[config.mk]
export PLATFORM = sky130hd
export DESIGN_NAME = query_string_pair_parser
export DESIGN_NICKNAME = d
export VERILOG_FILES = /design/src/sv/qspp_pkg.sv /design/src/sv/qspp_front.sv /design/src/sv/qspp_fifo.sv /design/src/sv/qspp_back.sv /design/src/sv/query_string_pair_parser.sv
export SDC_FILE = /design/constraint.sdc
export NUM_CORES = 1
export LEC_CHECK = 0
export ABC_CLOCK_PERIOD_IN_PS = 3780
export BUFFER_PORTS_ARGS = -buffer_cell sky130_fd_sc_hd__buf_2
export CAP_MARGIN = 20
export CORE_UTILIZATION = 55
export DETAILED_ROUTE_END_ITERATION = 10
export GPL_TIMING_DRIVEN = 0
export PLACE_DENSITY = 0.74
export RECOVER_POWER = 25
export SETUP_SLACK_MARGIN = 0.4
export SLEW_MARGIN = 20
export SYNTH_ARGS = -nofsm -noshare
export SYNTH_HDL_FRONTEND = slang
export SYNTH_SLANG_ARGS = --single-unit
[constraint.sdc]
create_clock -name clk -period 3.78 [get_ports clk]
set_input_delay 0.567 -clock clk [delete_from_list [all_inputs] [get_ports clk]]
set_output_delay 0.567 -clock clk [all_outputs]
set_load 0.02 [all_outputs]
[src/sv/qspp_pkg.sv]
package qspp_pkg;

    localparam logic [7:0] CH_PLUS    = 8'h2B;
    localparam logic [7:0] CH_PERCENT = 8'h25;
    localparam logic [7:0] CH_EQUALS  = 8'h3D;
    localparam logic [7:0] CH_AMP     = 8'h26;
    localparam logic [7:0] CH_SPACE   = 8'h20;
    localparam logic [4:0] HEX_BASE   = 5'd16;

    localparam logic [1:0] ST_RUNNING = 2'd0;
    localparam logic [1:0] ST_DONE    = 2'd1;
    localparam logic [1:0] ST_ERROR   = 2'd2;

    typedef enum logic [2:0] {
        PH_START   = 3'd0,
        PH_NEWPAIR = 3'd1,
        PH_KEY     = 3'd2,
        PH_VALUE   = 3'd3,
        PH_ERROR   = 3'd4
    } phase_t;

    typedef enum logic [1:0] {
        K_CHAR = 2'd0,
        K_ESC  = 2'd1,
        K_CTRL = 2'd2
    } kind_t;

    // classified word handed from front to back
    typedef struct packed {
        kind_t      kind;
        logic [7:0] b0;
        logic [7:0] b1;
        logic       in_value;
        logic       part_end;
        logic [1:0] status;
    } word_t;

endpackage

[src/sv/qspp_front.sv]
module qspp_front
    import qspp_pkg::*;
(
    input  logic       clk,
    input  logic       rst_n,
    input  logic       accept,
    input  logic [7:0] in_byte,
    input  logic       end_of_query,
    output logic       wr,
    output word_t      wd
);

    phase_t     phase_reg, phase_next;
    logic [1:0] esc_reg, esc_next;
    logic [7:0] first_reg, first_next;

    always_ff @(posedge clk or negedge rst_n)
    begin
        if (!rst_n)
        begin
            phase_reg <= PH_START;
            esc_reg   <= 2'd0;
        end
        else if (accept)
        begin
            phase_reg <= phase_next;
            esc_reg   <= esc_next;
        end
    end

    always_ff @(posedge clk)
    begin
        if (accept)
        begin
            first_reg <= first_next;
        end
    end

    always_comb
    begin
        logic [1:0] esc_in;
        logic       inval;
        logic       decode;
        phase_next  = phase_reg;
        esc_next    = esc_reg;
        first_next  = first_reg;
        wr          = 1'b0;
        wd.kind     = K_CTRL;
        wd.b0       = in_byte;
        wd.b1       = in_byte;
        wd.in_value = 1'b0;
        wd.part_end = 1'b0;
        wd.status   = ST_RUNNING;
        esc_in      = esc_reg;
        inval       = 1'b0;
        decode      = 1'b0;

        if (end_of_query)
        begin
            phase_next = PH_START;
            esc_next   = 2'd0;
            unique case (phase_reg)
                PH_START:
                begin
                    wr        = 1'b1;
                    wd.status = ST_DONE;
                end
                PH_NEWPAIR, PH_KEY:
                begin
                    wr        = 1'b1;
                    wd.status = ST_ERROR;
                end
                PH_VALUE:
                begin
                    wr          = 1'b1;
                    wd.in_value = 1'b1;
                    wd.part_end = 1'b1;
                    wd.status   = ST_DONE;
                end
                default: ;
            endcase
        end
        else
        begin
            unique case (phase_reg)
                PH_START, PH_NEWPAIR:
                begin
                    esc_next = 2'd0;
                    if (in_byte == CH_AMP || in_byte == CH_EQUALS)
                    begin
                        phase_next = PH_ERROR;
                        wr         = 1'b1;
                        wd.status  = ST_ERROR;
                    end
                    else
                    begin
                        phase_next = PH_KEY;
                        esc_in     = 2'd0;
                        decode     = 1'b1;
                    end
                end
                PH_KEY:
                begin
                    if (in_byte == CH_EQUALS)
                    begin
                        phase_next  = PH_VALUE;
                        esc_next    = 2'd0;
                        wr          = 1'b1;
                        wd.part_end = 1'b1;
                    end
                    else
                    begin
                        decode = 1'b1;
                    end
                end
                PH_VALUE:
                begin
                    inval = 1'b1;
                    if (in_byte == CH_AMP)
                    begin
                        phase_next  = PH_NEWPAIR;
                        esc_next    = 2'd0;
                        wr          = 1'b1;
                        wd.in_value = 1'b1;
                        wd.part_end = 1'b1;
                    end
                    else
                    begin
                        decode = 1'b1;
                    end
                end
                default:
                begin
                    phase_next = PH_ERROR;
                end
            endcase

            if (decode)
            begin
                wd.in_value = inval;
                priority if (esc_in == 2'd1)
                begin
                    first_next = in_byte;
                    esc_next   = 2'd2;
                end
                else if (esc_in == 2'd2)
                begin
                    esc_next = 2'd0;
                    wr       = 1'b1;
                    wd.kind  = K_ESC;
                    wd.b0    = first_reg;
                end
                else if (in_byte == CH_PERCENT)
                begin
                    esc_next = 2'd1;
                end
                else
                begin
                    esc_next = 2'd0;
                    wr       = 1'b1;
                    wd.kind  = K_CHAR;
                end
            end
        end
    end

endmodule

[src/sv/qspp_fifo.sv]
module qspp_fifo
    import qspp_pkg::*;
#(
    parameter int DEPTH = 4
)
(
    input  logic  clk,
    input  logic  rst_n,
    input  logic  wr,
    input  word_t wr_data,
    output logic  full,
    input  logic  rd,
    output logic  avail,
    output word_t rd_data
);

    localparam int PW = (DEPTH > 1) ? $clog2(DEPTH) : 1;
    localparam int CW = $clog2(DEPTH + 1);
    localparam logic [PW-1:0] LAST = PW'(DEPTH - 1);
    localparam logic [CW-1:0] FULL_CNT = CW'(DEPTH);

    word_t         mem_reg [DEPTH];
    logic [PW-1:0] wp_reg, rp_reg;
    logic [CW-1:0] cnt_reg;

    assign full    = (cnt_reg == FULL_CNT);
    assign avail   = (cnt_reg != '0);
    assign rd_data = mem_reg[rp_reg];

    always_ff @(posedge clk)
    begin
        if (wr)
        begin
            mem_reg[wp_reg] <= wr_data;
        end
    end

    always_ff @(posedge clk or negedge rst_n)
    begin
        if (!rst_n)
        begin
            wp_reg  <= '0;
            rp_reg  <= '0;
            cnt_reg <= '0;
        end
        else
        begin
            if (wr)
            begin
                wp_reg <= (wp_reg == LAST) ? '0 : wp_reg + 1'b1;
            end
            if (rd)
            begin
                rp_reg <= (rp_reg == LAST) ? '0 : rp_reg + 1'b1;
            end
            if (wr && !rd)
            begin
                cnt_reg <= cnt_reg + 1'b1;
            end
            else if (rd && !wr)
            begin
                cnt_reg <= cnt_reg - 1'b1;
            end
        end
    end

    a_no_overflow: assert property (@(posedge clk) disable iff (!rst_n) !(wr && full))
        else $error("word written into full queue");
    a_no_underflow: assert property (@(posedge clk) disable iff (!rst_n) !(rd && !avail))
        else $error("word read from empty queue");
    a_cnt_bound: assert property (@(posedge clk) disable iff (!rst_n) cnt_reg <= FULL_CNT)
        else $error("queue count out of range");
    a_ptr_gap: assert property (@(posedge clk) disable iff (!rst_n)
        (cnt_reg == '0) |-> (wp_reg == rp_reg))
        else $error("pointers disagree with empty count");

endmodule

[src/sv/qspp_back.sv]
module qspp_back
    import qspp_pkg::*;
(
    input  logic       clk,
    input  logic       rst_n,
    input  logic       avail,
    input  word_t      wd,
    output logic       rd,
    output logic       empty,
    input  logic       pop,
    output logic [7:0] out_byte,
    output logic       has_byte,
    output logic       in_value,
    output logic       part_end,
    output logic [1:0] query_status
);

    function automatic logic [4:0] hex_val(input logic [7:0] c);
        logic [4:0] r;
        r = 5'd0;
        if (c >= 8'h30 && c <= 8'h39)
        begin
            r = {1'b1, c[3:0]};
        end
        else if ((c >= 8'h61 && c <= 8'h66) || (c >= 8'h41 && c <= 8'h46))
        begin
            r = {1'b1, c[3:0] + 4'd9};
        end
        return r;
    endfunction

    logic       vld_reg;
    logic [7:0] byte_reg, byte_next;
    logic       has_reg, has_next;
    logic       inv_reg;
    logic       pend_reg;
    logic [1:0] st_reg;

    assign rd           = avail && (!vld_reg || pop);
    assign empty        = !vld_reg;
    assign out_byte     = byte_reg;
    assign has_byte     = has_reg;
    assign in_value     = inv_reg;
    assign part_end     = pend_reg;
    assign query_status = st_reg;

    always_comb
    begin
        logic [4:0] h1;
        logic [4:0] h2;
        logic [7:0] hi;
        h1 = hex_val(wd.b0);
        h2 = hex_val(wd.b1);
        hi = 8'(h1[3:0]) * 8'(HEX_BASE);
        unique case (wd.kind)
            K_CHAR:
            begin
                byte_next = (wd.b0 == CH_PLUS) ? CH_SPACE : wd.b0;
                has_next  = 1'b1;
            end
            K_ESC:
            begin
                if (!h1[4])
                begin
                    byte_next = 8'd0;
                end
                else if (h2[4])
                begin
                    byte_next = hi | {4'd0, h2[3:0]};
                end
                else
                begin
                    byte_next = {4'd0, h1[3:0]};
                end
                has_next = 1'b1;
            end
            default:
            begin
                byte_next = 8'd0;
                has_next  = 1'b0;
            end
        endcase
    end

    always_ff @(posedge clk or negedge rst_n)
    begin
        if (!rst_n)
        begin
            vld_reg <= 1'b0;
        end
        else if (rd)
        begin
            vld_reg <= 1'b1;
        end
        else if (pop)
        begin
            vld_reg <= 1'b0;
        end
    end

    always_ff @(posedge clk)
    begin
        if (rd)
        begin
            byte_reg <= byte_next;
            has_reg  <= has_next;
            inv_reg  <= wd.in_value;
            pend_reg <= wd.part_end;
            st_reg   <= wd.status;
        end
    end

endmodule

[src/sv/query_string_pair_parser.sv]
// An accepted word goes into the queue, then into the result register on the ports. One
// word per cycle in while full is low, out while pop keeps up; at most one result per input
// word. The DEPTH-deep queue (four by default) between classifier and decoder sets when full rises.
// Reset (rst_n low, asynchronous): queue and result register empty, parser at
// query start with no escape pending.
module query_string_pair_parser
    import qspp_pkg::*;
#(
    parameter int DEPTH = 4
)
(
    input  logic       clk,
    input  logic       rst_n,
    input  logic       push,
    output logic       full,
    input  logic [7:0] in_byte,
    input  logic       end_of_query,
    output logic       empty,
    input  logic       pop,
    output logic [7:0] out_byte,
    output logic       has_byte,
    output logic       in_value,
    output logic       part_end,
    output logic [1:0] query_status
);

    logic  accept;
    logic  f_req;
    logic  f_wr;
    word_t f_wd;
    logic  q_rd;
    logic  q_avail;
    word_t q_wd;

    assign accept = push && !full;
    assign f_wr   = accept && f_req;

    qspp_front u_front (
        .clk          (clk),
        .rst_n        (rst_n),
        .accept       (accept),
        .in_byte      (in_byte),
        .end_of_query (end_of_query),
        .wr           (f_req),
        .wd           (f_wd)
    );

    qspp_fifo #(.DEPTH(DEPTH)) u_fifo (
        .clk     (clk),
        .rst_n   (rst_n),
        .wr      (f_wr),
        .wr_data (f_wd),
        .full    (full),
        .rd      (q_rd),
        .avail   (q_avail),
        .rd_data (q_wd)
    );

    qspp_back u_back (
        .clk          (clk),
        .rst_n        (rst_n),
        .avail        (q_avail),
        .wd           (q_wd),
        .rd           (q_rd),
        .empty        (empty),
        .pop          (pop),
        .out_byte     (out_byte),
        .has_byte     (has_byte),
        .in_value     (in_value),
        .part_end     (part_end),
        .query_status (query_status)
    );

endmodule
==> impl_metrics.json, run 1 <==
{
  "outcome": "finished clean",
  "reg2reg_from": "u_fifo.rp_reg[0]$_DFFE_PN0P_",
  "p_switching_mw": 1.69,
  "synth_top_cell_by_area": "edfxtp_1",
  "synth_common_cells": "edfxtp_1, inv_1, nor2_1, mux4_2",
  "clockBufferDepth": 2,
  "maxCapViolations": 0,
  "antenna_found_initial": 0,
  "path_cells": "buf_6 -> buf_12 -> mux4_2 -> inv_1 -> ha_1 -> inv_1 -> mux2_4 -> a311o_1 -> nand2_2 -> mux2_1 -> a22o_1",
  "cts_tree": "done",
  "wl_per_cell_um": 19.6,
  "n_antenna_cell": 0,
  "die-width_um": 101,
  "ys_seq_elements": 122,
  "dr.pass1.iters": 4,
  "clk_pin_slew_ns": 0.06,
  "critical_path.most_common_cell": "inv_1",
  "met2_usage": 0.344,
  "hold_viol_final": 0,
  "place_congestion": 0.846,
  "syn-cell-area_sq_um": 5430,
  "fill_cells": 613,
  "drive_gt1_frac": 0.256,
  "clkPwrFrac": 0.293,
  "hold_depth": 2,
  "seq_power_share": 0.368,
  "pre_cts_slack_ns": 0.226,
  "cts_buffers": 17,
  "routed-via-count": 3072,
  "layout_min_cycle_time_ns": 3.24,
  "r2r_slack_ns": 0.54,
  "cp_max_fo": 10,
  "report.final.slew_viol_count": 0,
  "dpl-instance-area_sq_um": 5760,
  "finalSetupTns_ns": 0,
  "peakVddDrop_uv": 425,
  "grt_use_met3": 0.0594,
  "slowest_stage": "mux4_2",
  "initial_core_util": 0.577,
  "period_share": 0.858,
  "crit_buf_inv": 4,
  "worstSetupPathType": "flip-flop to flip-flop",
  "start_kind": "flip-flop",
  "hold_start": "pop",
  "critPathCaptureType": "flip-flop",
  "synth.most_common_cell": "edfxtp_1",
  "ys_types": 57,
  "max_freq_mhz": 308,
  "busiest_layer": "met2",
  "worst_slew_pin_slew_ns": 0.827,
  "io_buffers": 27,
  "drtIter0Drc": 212,
  "postRouteAntennaNets": 0,
  "syn_to_final_growth_pct": 16.6,
  "yosysSeqAreaShare": 0.663,
  "routed_wl_um": 10100,
  "cts.sinks": 122,
  "synth-edff-count": 109,
  "die_area_sq_um": 10300,
  "grt_usage": 0.220,
  "ys.flop_type": "edfxtp_1",
  "cpLargestDelayFamily": "multiplexers",
  "crit_required_ns": 4.06,
  "grt_max_degree": 23,
  "cp_slowest_stage_delay_ns": 0.61,
  "route.detailed.drc": 0,
  "cp_data_arrival_time_ns": 3.52,
  "finalSetupViolCount": 0,
  "multiInputGateArea_sq_um": 1710,
  "power_density_nw_per_um2": 820,
  "grt_setup_unrepaired": "no",
  "grt_pass1_wl_um": 15800,
  "core-area_sq_um": 9420,
  "fin_area_sq_um": 6330,
  "final.setup_skew_ns": 0.00738,
  "p_int_mw": 3.51,
  "setup_ws_ns": 0.538,
  "use_met1": 0.287,
  "clk_latency_ns": 0.52,
  "largest_reg_flops": 88,
  "hp-class": "input port to flip-flop",
  "register_area_sq_um": 3600,
  "fin_nets": 400,
  "die_height_um": 101,
  "power_frac_comb": 0.339,
  "grt_pass1_vias": 3041,
  "synth_cells": 323,
  "p_leak_nw": 2.28,
  "yosys_warnings": 0,
  "place_hpwl_um": 6280,
  "reg2reg_to": "u_back.out_byte[2]$_DFFE_PP_",
  "whs_endpoint": "u_back.vld_reg$_DFFE_PN0P_",
  "async_flop_share": 0.107,
  "ys_top_cells_by_area": "edfxtp_1, dfrtp_1, mux4_2",
  "rows": 35,
  "grt_remaining_overflow": 0,
  "relSlewSlack": 0.444,
  "viasPerCell": 5.97,
  "synth_top_cell_area_share": 0.603,
  "switching_share": 0.326,
  "synth_area_per_cell_sq_um": 16.8,
  "reg2reg_depth": 11,
  "synth_nets": 350,
  "htreeDepth": 4,
  "cts_root_buf": "clkbuf_8",
  "num_io_pins": 28
}
[stage by stage]
stage           util  hold WS (ns)  power (mW)  cells
2_1_floorplan      -         0.271        3.22    323
3_3_place_gp   0.608         0.481        3.60    479
3_5_place_dp   0.612         0.483        3.67    481
4_1_cts        0.673         0.215        5.19    514
5_1_grt        0.673         0.239        5.46    515
6_report       0.673         0.232        5.20    515
[cells in the final DEF (no fill, tap or decap), drive strengths merged, types with 4 or more instances in the layout]
master	count
nand2b	5
dfrtp	13
and2	5
edfxtp	109
nor2b	7
o21ai	13
buf	23
ha	13
mux2	15
mux4	22
a22o	4
nand2	6
clkinv	10
clkbuf	34
inv	19
nor2	18
xnor2	4
a21oi	5
[routing by layer]
metal | routed length, um | vias to the layer above
met2 | 4920 | 115
li1 | - | 1392
met3 | 449 | 22
met5 | 0 | -
met4 | 235 | 0
met1 | 4480 | 1543
[power by group through the flow]
stage,sequential (mW),combinational (mW),clock (mW)
after floorplan,2.01,1.21,0
after global placement,1.93,1.67,0
after detailed placement,1.94,1.72,0
after CTS,1.92,1.74,1.54
after global routing,1.95,1.92,1.59
final,1.92,1.76,1.52
[kinds of logic (layout without fill, tap and decap cells)]
family / count (synthesis) / after routing / synth area share
xor+xnor: 7 / 7 / 0.0113
compound gates: 49 / 49 / 0.0666
buf+inv: 28 / 91 / 0.0249
flops: 122 / 122 / 0.663
fa+ha+maj: 14 / 14 / 0.0336
simple gates: 64 / 64 / 0.0689
mux: 39 / 39 / 0.132
[timing repair]
action | 4_1_cts | 5_1_grt
resized for setup | 0 | 5
endpoints found under the setup margin | 0 | 2
hold buffers | 1 | 0
buffers inserted | 0 | 1
hold endpoints to repair | 13 | 0
[how the worst max path moves through the flow]
stage / from / cells past startpoint / slack, ns / endpoint
2_1_floorplan: u_fifo.rp_reg[0]$_DFFE_PN0P_ / 12 / 0.75 / u_back.out_byte[2]$_DFFE_PP_
3_3_place_gp: in_byte[0] / 7 / 0.01 / u_fifo.mem_reg[0][14]$_DFFE_PP_
3_5_place_dp: in_byte[6] / 11 / 0.23 / u_fifo.cnt_reg[1]$_DFFE_PN0P_
4_1_cts: u_fifo.rp_reg[1]$_DFFE_PN0P_ / 11 / 0.43 / u_back.out_byte[2]$_DFFE_PP_
5_1_grt: u_fifo.rp_reg[1]$_DFFE_PN0P_ / 11 / 0.40 / u_back.out_byte[2]$_DFFE_PP_
6_report: u_fifo.rp_reg[0]$_DFFE_PN0P_ / 11 / 0.54 / u_back.out_byte[2]$_DFFE_PP_
[final cells by class]
class / count / area share
buffer: 10 / 0.0126
clock buffer: 17 / 0.0654
clock inverter: 15 / 0.0239
inverter: 18 / 0.0107
multi-input combinational: 173 / 0.270
sequential: 122 / 0.568
tap: 129 / 0.0255
timing repair buffer: 31 / 0.0237
Note: power is estimated with default switching activity, not from simulation.
==> run 2: changes to the inputs <==
--- a/config.mk
+++ b/config.mk
@@ -8,10 +8,10 @@
 export ABC_CLOCK_PERIOD_IN_PS = 3780
 export BUFFER_PORTS_ARGS = -buffer_cell sky130_fd_sc_hd__buf_2
 export CAP_MARGIN = 20
-export CORE_UTILIZATION = 55
+export CORE_UTILIZATION = 30
 export DETAILED_ROUTE_END_ITERATION = 10
 export GPL_TIMING_DRIVEN = 0
-export PLACE_DENSITY = 0.74
+export PLACE_DENSITY = 0.46
 export RECOVER_POWER = 25
 export SETUP_SLACK_MARGIN = 0.4
 export SLEW_MARGIN = 20
==> run 2 against run 1 <==
Clock skew grew 0.0063 ns. Die area grew 81%. Combinational power is essentially flat. Register-to-register slack lost 0.03 ns. Power grew 1.6%. Design area grew 2.1%. Critical path depth is the same. Sequential share of layout area shrank 1.2 points. Largest cell class unchanged. Largest power group unchanged.
==> impl_metrics.json, run 2 (synthesis gave the netlist of run 1 again) <==
{
  "outcome": "finished clean",
  "viasPerCell": 4.88,
  "hp-class": "input port to async pin",
  "instances_no_fill": 612,
  "postRouteAntennaNets": 0,
  "initial_core_util": 0.311,
  "drive_gt1_frac": 0.256,
  "htreeDepth": 4,
  "peakVddDrop_uv": 444,
  "cts_tree": "done",
  "clockBufferDepth": 2,
  "crit_required_ns": 3.95,
  "route.detailed.drc": 0,
  "relSlewSlack": 0.423,
  "period_share": 0.867,
  "antenna_found_initial": 0,
  "cts.sinks": 122,
  "dpl.cell_count": 577,
  "dr.pass1.iters": 5,
  "critPathCaptureType": "flip-flop",
  "cts_root_buf": "clkbuf_16",
  "final.setup_skew_ns": 0.0137,
  "setup_ws_ns": 0.504,
  "io_buffers": 27,
  "finalSetupTns_ns": 0,
  "die_height_um": 137,
  "die_area_sq_um": 18600,
  "clk_latency_ns": 0.42,
  "place_congestion": 0.771,
  "syn_to_final_growth_pct": 19.1,
  "clk_pin_slew_ns": 0.06,
  "n_antenna_cell": 0,
  "start_kind": "flip-flop",
  "worst_slew_pin_slew_ns": 0.857,
  "grt_max_degree": 23,
  "grt_setup_unrepaired": "yes",
  "largest_reg_flops": 88,
  "routed-via-count": 2984,
  "die-width_um": 137,
  "pre_cts_slack_ns": 0.157,
  "whs_ns": 0.222,
  "report.final.slew_viol_count": 0,
  "rows": 48,
  "power_density_nw_per_um2": 817,
  "cp_max_fo": 10,
  "hold_viol_final": 0,
  "max_freq_mhz": 305,
  "layout_min_cycle_time_ns": 3.28,
  "cp_data_arrival_time_ns": 3.44,
  "p_leak_nw": 2.29,
  "fin_nets": 401,
  "worstSetupPathType": "flip-flop to flip-flop",
  "finalSetupViolCount": 0,
  "routed_wl_um": 11100,
  "grt_remaining_overflow": 0,
  "core-area_sq_um": 17500,
  "num_io_pins": 28,
  "place_hpwl_um": 6940,
  "cts_buffers": 17,
  "grt_usage": 0.132,
  "wl_per_cell_um": 18.1,
  "mostFrequentLayoutCell": "edfxtp_1",
  "grt_pass1_vias": 2960,
  "drtIter0Drc": 232,
  "layout_common_cells": "edfxtp_1, buf_2, clkbuf_1",
  "maxCapViolations": 0,
  "r2r_slack_ns": 0.50,
  "grt_pass1_wl_um": 17300
}
run 2: changes by cell type in the layout (fill, tap and decap cells not counted), sizes merged:
cell	change
clkinv	-6
inv	-1
dlygate4sd3	-1
buf	+4
clkbuf	+5
run 2: report_power, final:
group / internal (mW) / switching [mW] / total [mW]
clock: 1.02 / 0.567 / 1.58
sequential: 1.82 / 0.0920 / 1.91
combinational: 0.756 / 1.03 / 1.79
total: 3.59 / 1.69 / 5.28
run 2: critical path: stages (launching register included):
cell and delay [ns]:
dfrtp_1 0.47, buf_4 0.26, buf_2 0.31, mux4_2 0.30, buf_4 0.13, ha_1 0.14, inv_1 0.05, mux2_4 0.26
a311o_1 0.42, nand2_2 0.13, mux2_1 0.33, a22o_1 0.23
run 2: timing repair:
action | in CTS | in global routing
hold buffers | 0 | 0
resized for setup | 1 | 2
endpoints found under the setup margin | 1 | 38
buffers inserted | 0 | 3
cloned | 0 | 0
run 2: area by class of cell:
cell class              count  area (sq um)
clock inverters             8          95.1
plain buffers              10          70.1
multi-input cells         173          1720
inverters                  18          67.6
clock buffers              24           482
repair buffers             32           155
flip-flops and latches    122          3600
fillers                  1633         11000
well taps                 225           282
run 2: through the flow:
step | power (mW) | instance area, sq um | utilization
final | 5.28 | 6470 | 0.370
after global routing | 5.60 | 6470 | 0.370
after CTS | 5.32 | 6460 | 0.370
after detailed placement | 3.72 | 5880 | 0.336
after global placement | 3.68 | 5850 | 0.335
after floorplan | 3.22 | 5430 | -
run 2: metal layers:
layer,up-vias,wire length [um],GRT usage
li1,1395,-,-
met5,-,0,0
met3,13,324,0.0333
met1,1518,5520,0.180
met2,58,5050,0.195
met4,0,157,0.0679
run 2: path summary, 6_finish.rpt:
path                                                from                              to  cells past startpoint
max                         u_fifo.rp_reg[1]$_DFFE_PN0P_    u_back.out_byte[2]$_DFFE_PP_                     11
min                                                rst_n  u_front.esc_reg[1]$_DFFE_PN0P_                      1
max reg2reg                 u_fifo.rp_reg[1]$_DFFE_PN0P_    u_back.out_byte[2]$_DFFE_PP_                     11
min reg2reg                u_fifo.cnt_reg[2]$_DFFE_PN0P_   u_fifo.cnt_reg[2]$_DFFE_PN0P_                      1
max in group asynchronous                          rst_n    u_fifo.rp_reg[1]$_DFFE_PN0P_                      1
min in group clk                                     pop      u_back.vld_reg$_DFFE_PN0P_                      2
==> run 3: changes to the inputs <==
--- a/config.mk
+++ b/config.mk
@@ -8,10 +8,11 @@
 export ABC_CLOCK_PERIOD_IN_PS = 3780
 export BUFFER_PORTS_ARGS = -buffer_cell sky130_fd_sc_hd__buf_2
 export CAP_MARGIN = 20
-export CORE_UTILIZATION = 30
+export CORE_MARGIN = 5
+export CORE_UTILIZATION = 36
 export DETAILED_ROUTE_END_ITERATION = 10
 export GPL_TIMING_DRIVEN = 0
-export PLACE_DENSITY = 0.46
+export PLACE_DENSITY = 0.53
 export RECOVER_POWER = 25
 export SETUP_SLACK_MARGIN = 0.4
 export SLEW_MARGIN = 20
==> run 3 against run 2 <==
Final cell count decreased by 7.2%. Utilization increased by 6.3 points. Count of clock-buffer cells in the layout decreased by 5. Sequential share of layout area increased by 1.1 points. Routed wire length decreased by 4.5%. Combinational power about the same. Power decreased by 3.7%. Maximum frequency increased by 0.60%. Critical path type unchanged. Largest cell class unchanged. Highest routed layer unchanged.
==> impl_metrics.json, run 3 (synthesis gave the netlist of run 1 again) <==
{
  "outcome": "finished clean",
  "instances_no_fill": 568,
  "relSlewSlack": 0.439,
  "busiest_layer": "met2",
  "reg2reg_depth": 11,
  "grt_use_met3": 0.0406,
  "finalSetupTns_ns": 0,
  "fin_util": 0.433,
  "pre_cts_slack_ns": 0.188,
  "setup_ws_ns": 0.523,
  "clockBufferDepth": 2,
  "place_congestion": 0.818,
  "routed_wl_um": 10600,
  "grt_max_degree": 23,
  "layout_min_cycle_time_ns": 3.26,
  "fin_area_sq_um": 6350,
  "start_kind": "flip-flop",
  "core-area_sq_um": 14600,
  "cts_buffers": 17,
  "drtIter0Drc": 240,
  "num_io_pins": 28,
  "dpl.cell_count": 536,
  "clk_latency_ns": 0.41,
  "power_mw": 5.08,
  "grt_usage": 0.127,
  "worstSetupPathType": "flip-flop to flip-flop",
  "met2_usage": 0.191,
  "period_share": 0.862,
  "hold_viol_final": 0,
  "grt_pass1_vias": 3013,
  "power_density_nw_per_um2": 801,
  "die-width_um": 133,
  "reg2reg_from": "u_fifo.rp_reg[0]$_DFFE_PN0P_",
  "worst_slew_pin_slew_ns": 0.835,
  "cp_data_arrival_time_ns": 3.42,
  "layout_common_cells": "edfxtp_1, buf_2, inv_1",
  "antenna_found_initial": 0,
  "mostFrequentLayoutCell": "edfxtp_1",
  "grt_pass1_wl_um": 16700,
  "maxCapViolations": 0,
  "hp-class": "input port to async pin",
  "routed-via-count": 2957,
  "finalSetupViolCount": 0,
  "cts.sinks": 122,
  "use_met1": 0.171,
  "postRouteAntennaNets": 0,
  "place_hpwl_um": 6790,
  "fin_nets": 399,
  "whs_ns": 0.210,
  "max_freq_mhz": 307,
  "r2r_slack_ns": 0.52,
  "syn_to_final_growth_pct": 16.9,
  "dr.pass1.iters": 4,
  "p_leak_nw": 2.26,
  "cp_max_fo": 10,
  "cts_tree": "done",
  "route.detailed.drc": 0,
  "crit_required_ns": 3.95,
  "final.setup_skew_ns": 0.00639,
  "grt_remaining_overflow": 0,
  "reg2reg_to": "u_back.out_byte[2]$_DFFE_PP_",
  "io_buffers": 27,
  "viasPerCell": 5.21,
  "die_area_sq_um": 17600,
  "wl_per_cell_um": 18.6,
  "clk_pin_slew_ns": 0.05,
  "peakVddDrop_uv": 453,
  "initial_core_util": 0.371,
  "dpl-instance-area_sq_um": 5830,
  "critPathCaptureType": "flip-flop",
  "rows": 44,
  "report.final.slew_viol_count": 0,
  "n_antenna_cell": 0,
  "htreeDepth": 4,
  "cts_root_buf": "clkbuf_16",
  "drive_gt1_frac": 0.245,
  "grt_setup_unrepaired": "no",
  "largest_reg_flops": 88,
  "die_height_um": 133
}
==> run 3: how the worst max path moves through the flow <==
| stage | from | end | slack, ns | cells after the start |
|---|---|---|---|---|
| 3_3_place_gp | in_byte[0] | u_fifo.mem_reg[1][14]$_DFFE_PP_ | -0.15 | 7 |
| 3_5_place_dp | in_byte[0] | u_fifo.mem_reg[3][15]$_DFFE_PP_ | 0.19 | 7 |
| 2_1_floorplan | u_fifo.rp_reg[0]$_DFFE_PN0P_ | u_back.out_byte[2]$_DFFE_PP_ | 0.75 | 12 |
| 4_1_cts | u_fifo.rp_reg[1]$_DFFE_PN0P_ | u_back.out_byte[2]$_DFFE_PP_ | 0.41 | 11 |
| 5_1_grt | in_byte[5] | u_fifo.cnt_reg[1]$_DFFE_PN0P_ | 0.31 | 11 |
| 6_report | u_fifo.rp_reg[0]$_DFFE_PN0P_ | u_back.out_byte[2]$_DFFE_PP_ | 0.52 | 11 |
==> run 3: area by class of cell <==
| class | count | area (sq um) |
|---|---|---|
| tap | 184 | 230 |
| sequential | 122 | 3600 |
| clock inverter | 12 | 83.8 |
| buffer | 10 | 76.3 |
| timing repair buffer | 30 | 140 |
| inverter | 18 | 67.6 |
| clock buffer | 19 | 433 |
| multi-input combinational | 173 | 1720 |
| fill | 1320 | 8300 |
==> run 3: layer usage <==
| metal | share of wire | wire length, um |
|---|---|---|
| met5 | 0 | 0 |
| met4 | 0.016 | 174 |
| met3 | 0.042 | 439 |
| met2 | 0.47 | 5000 |
| met1 | 0.47 | 4950 |
==> run 3: what timing repair did <==
action / in CTS / in global routing
endpoints found under the setup margin: 0 / 129
hold buffers: 0 / 0
setup buffers: 0 / 1
resized for setup: 0 / 5
==> run 3: where the power goes <==
group          switching, mW  internal (mW)  total [mW]
registers             0.0886           1.82        1.91
logic                   1.01          0.744        1.76
clock network          0.539          0.880        1.42
==> run 3: worst max-delay path, stage by stage (launching register included) <==
cell and delay (ns):
dfrtp_1 0.37, buf_6 0.16, buf_12 0.16, mux4_2 0.62
inv_1 0.12, ha_1 0.14, inv_1 0.05, mux2_4 0.26
a311o_1 0.42, nand2_2 0.14, mux2_1 0.33, a22o_1 0.23
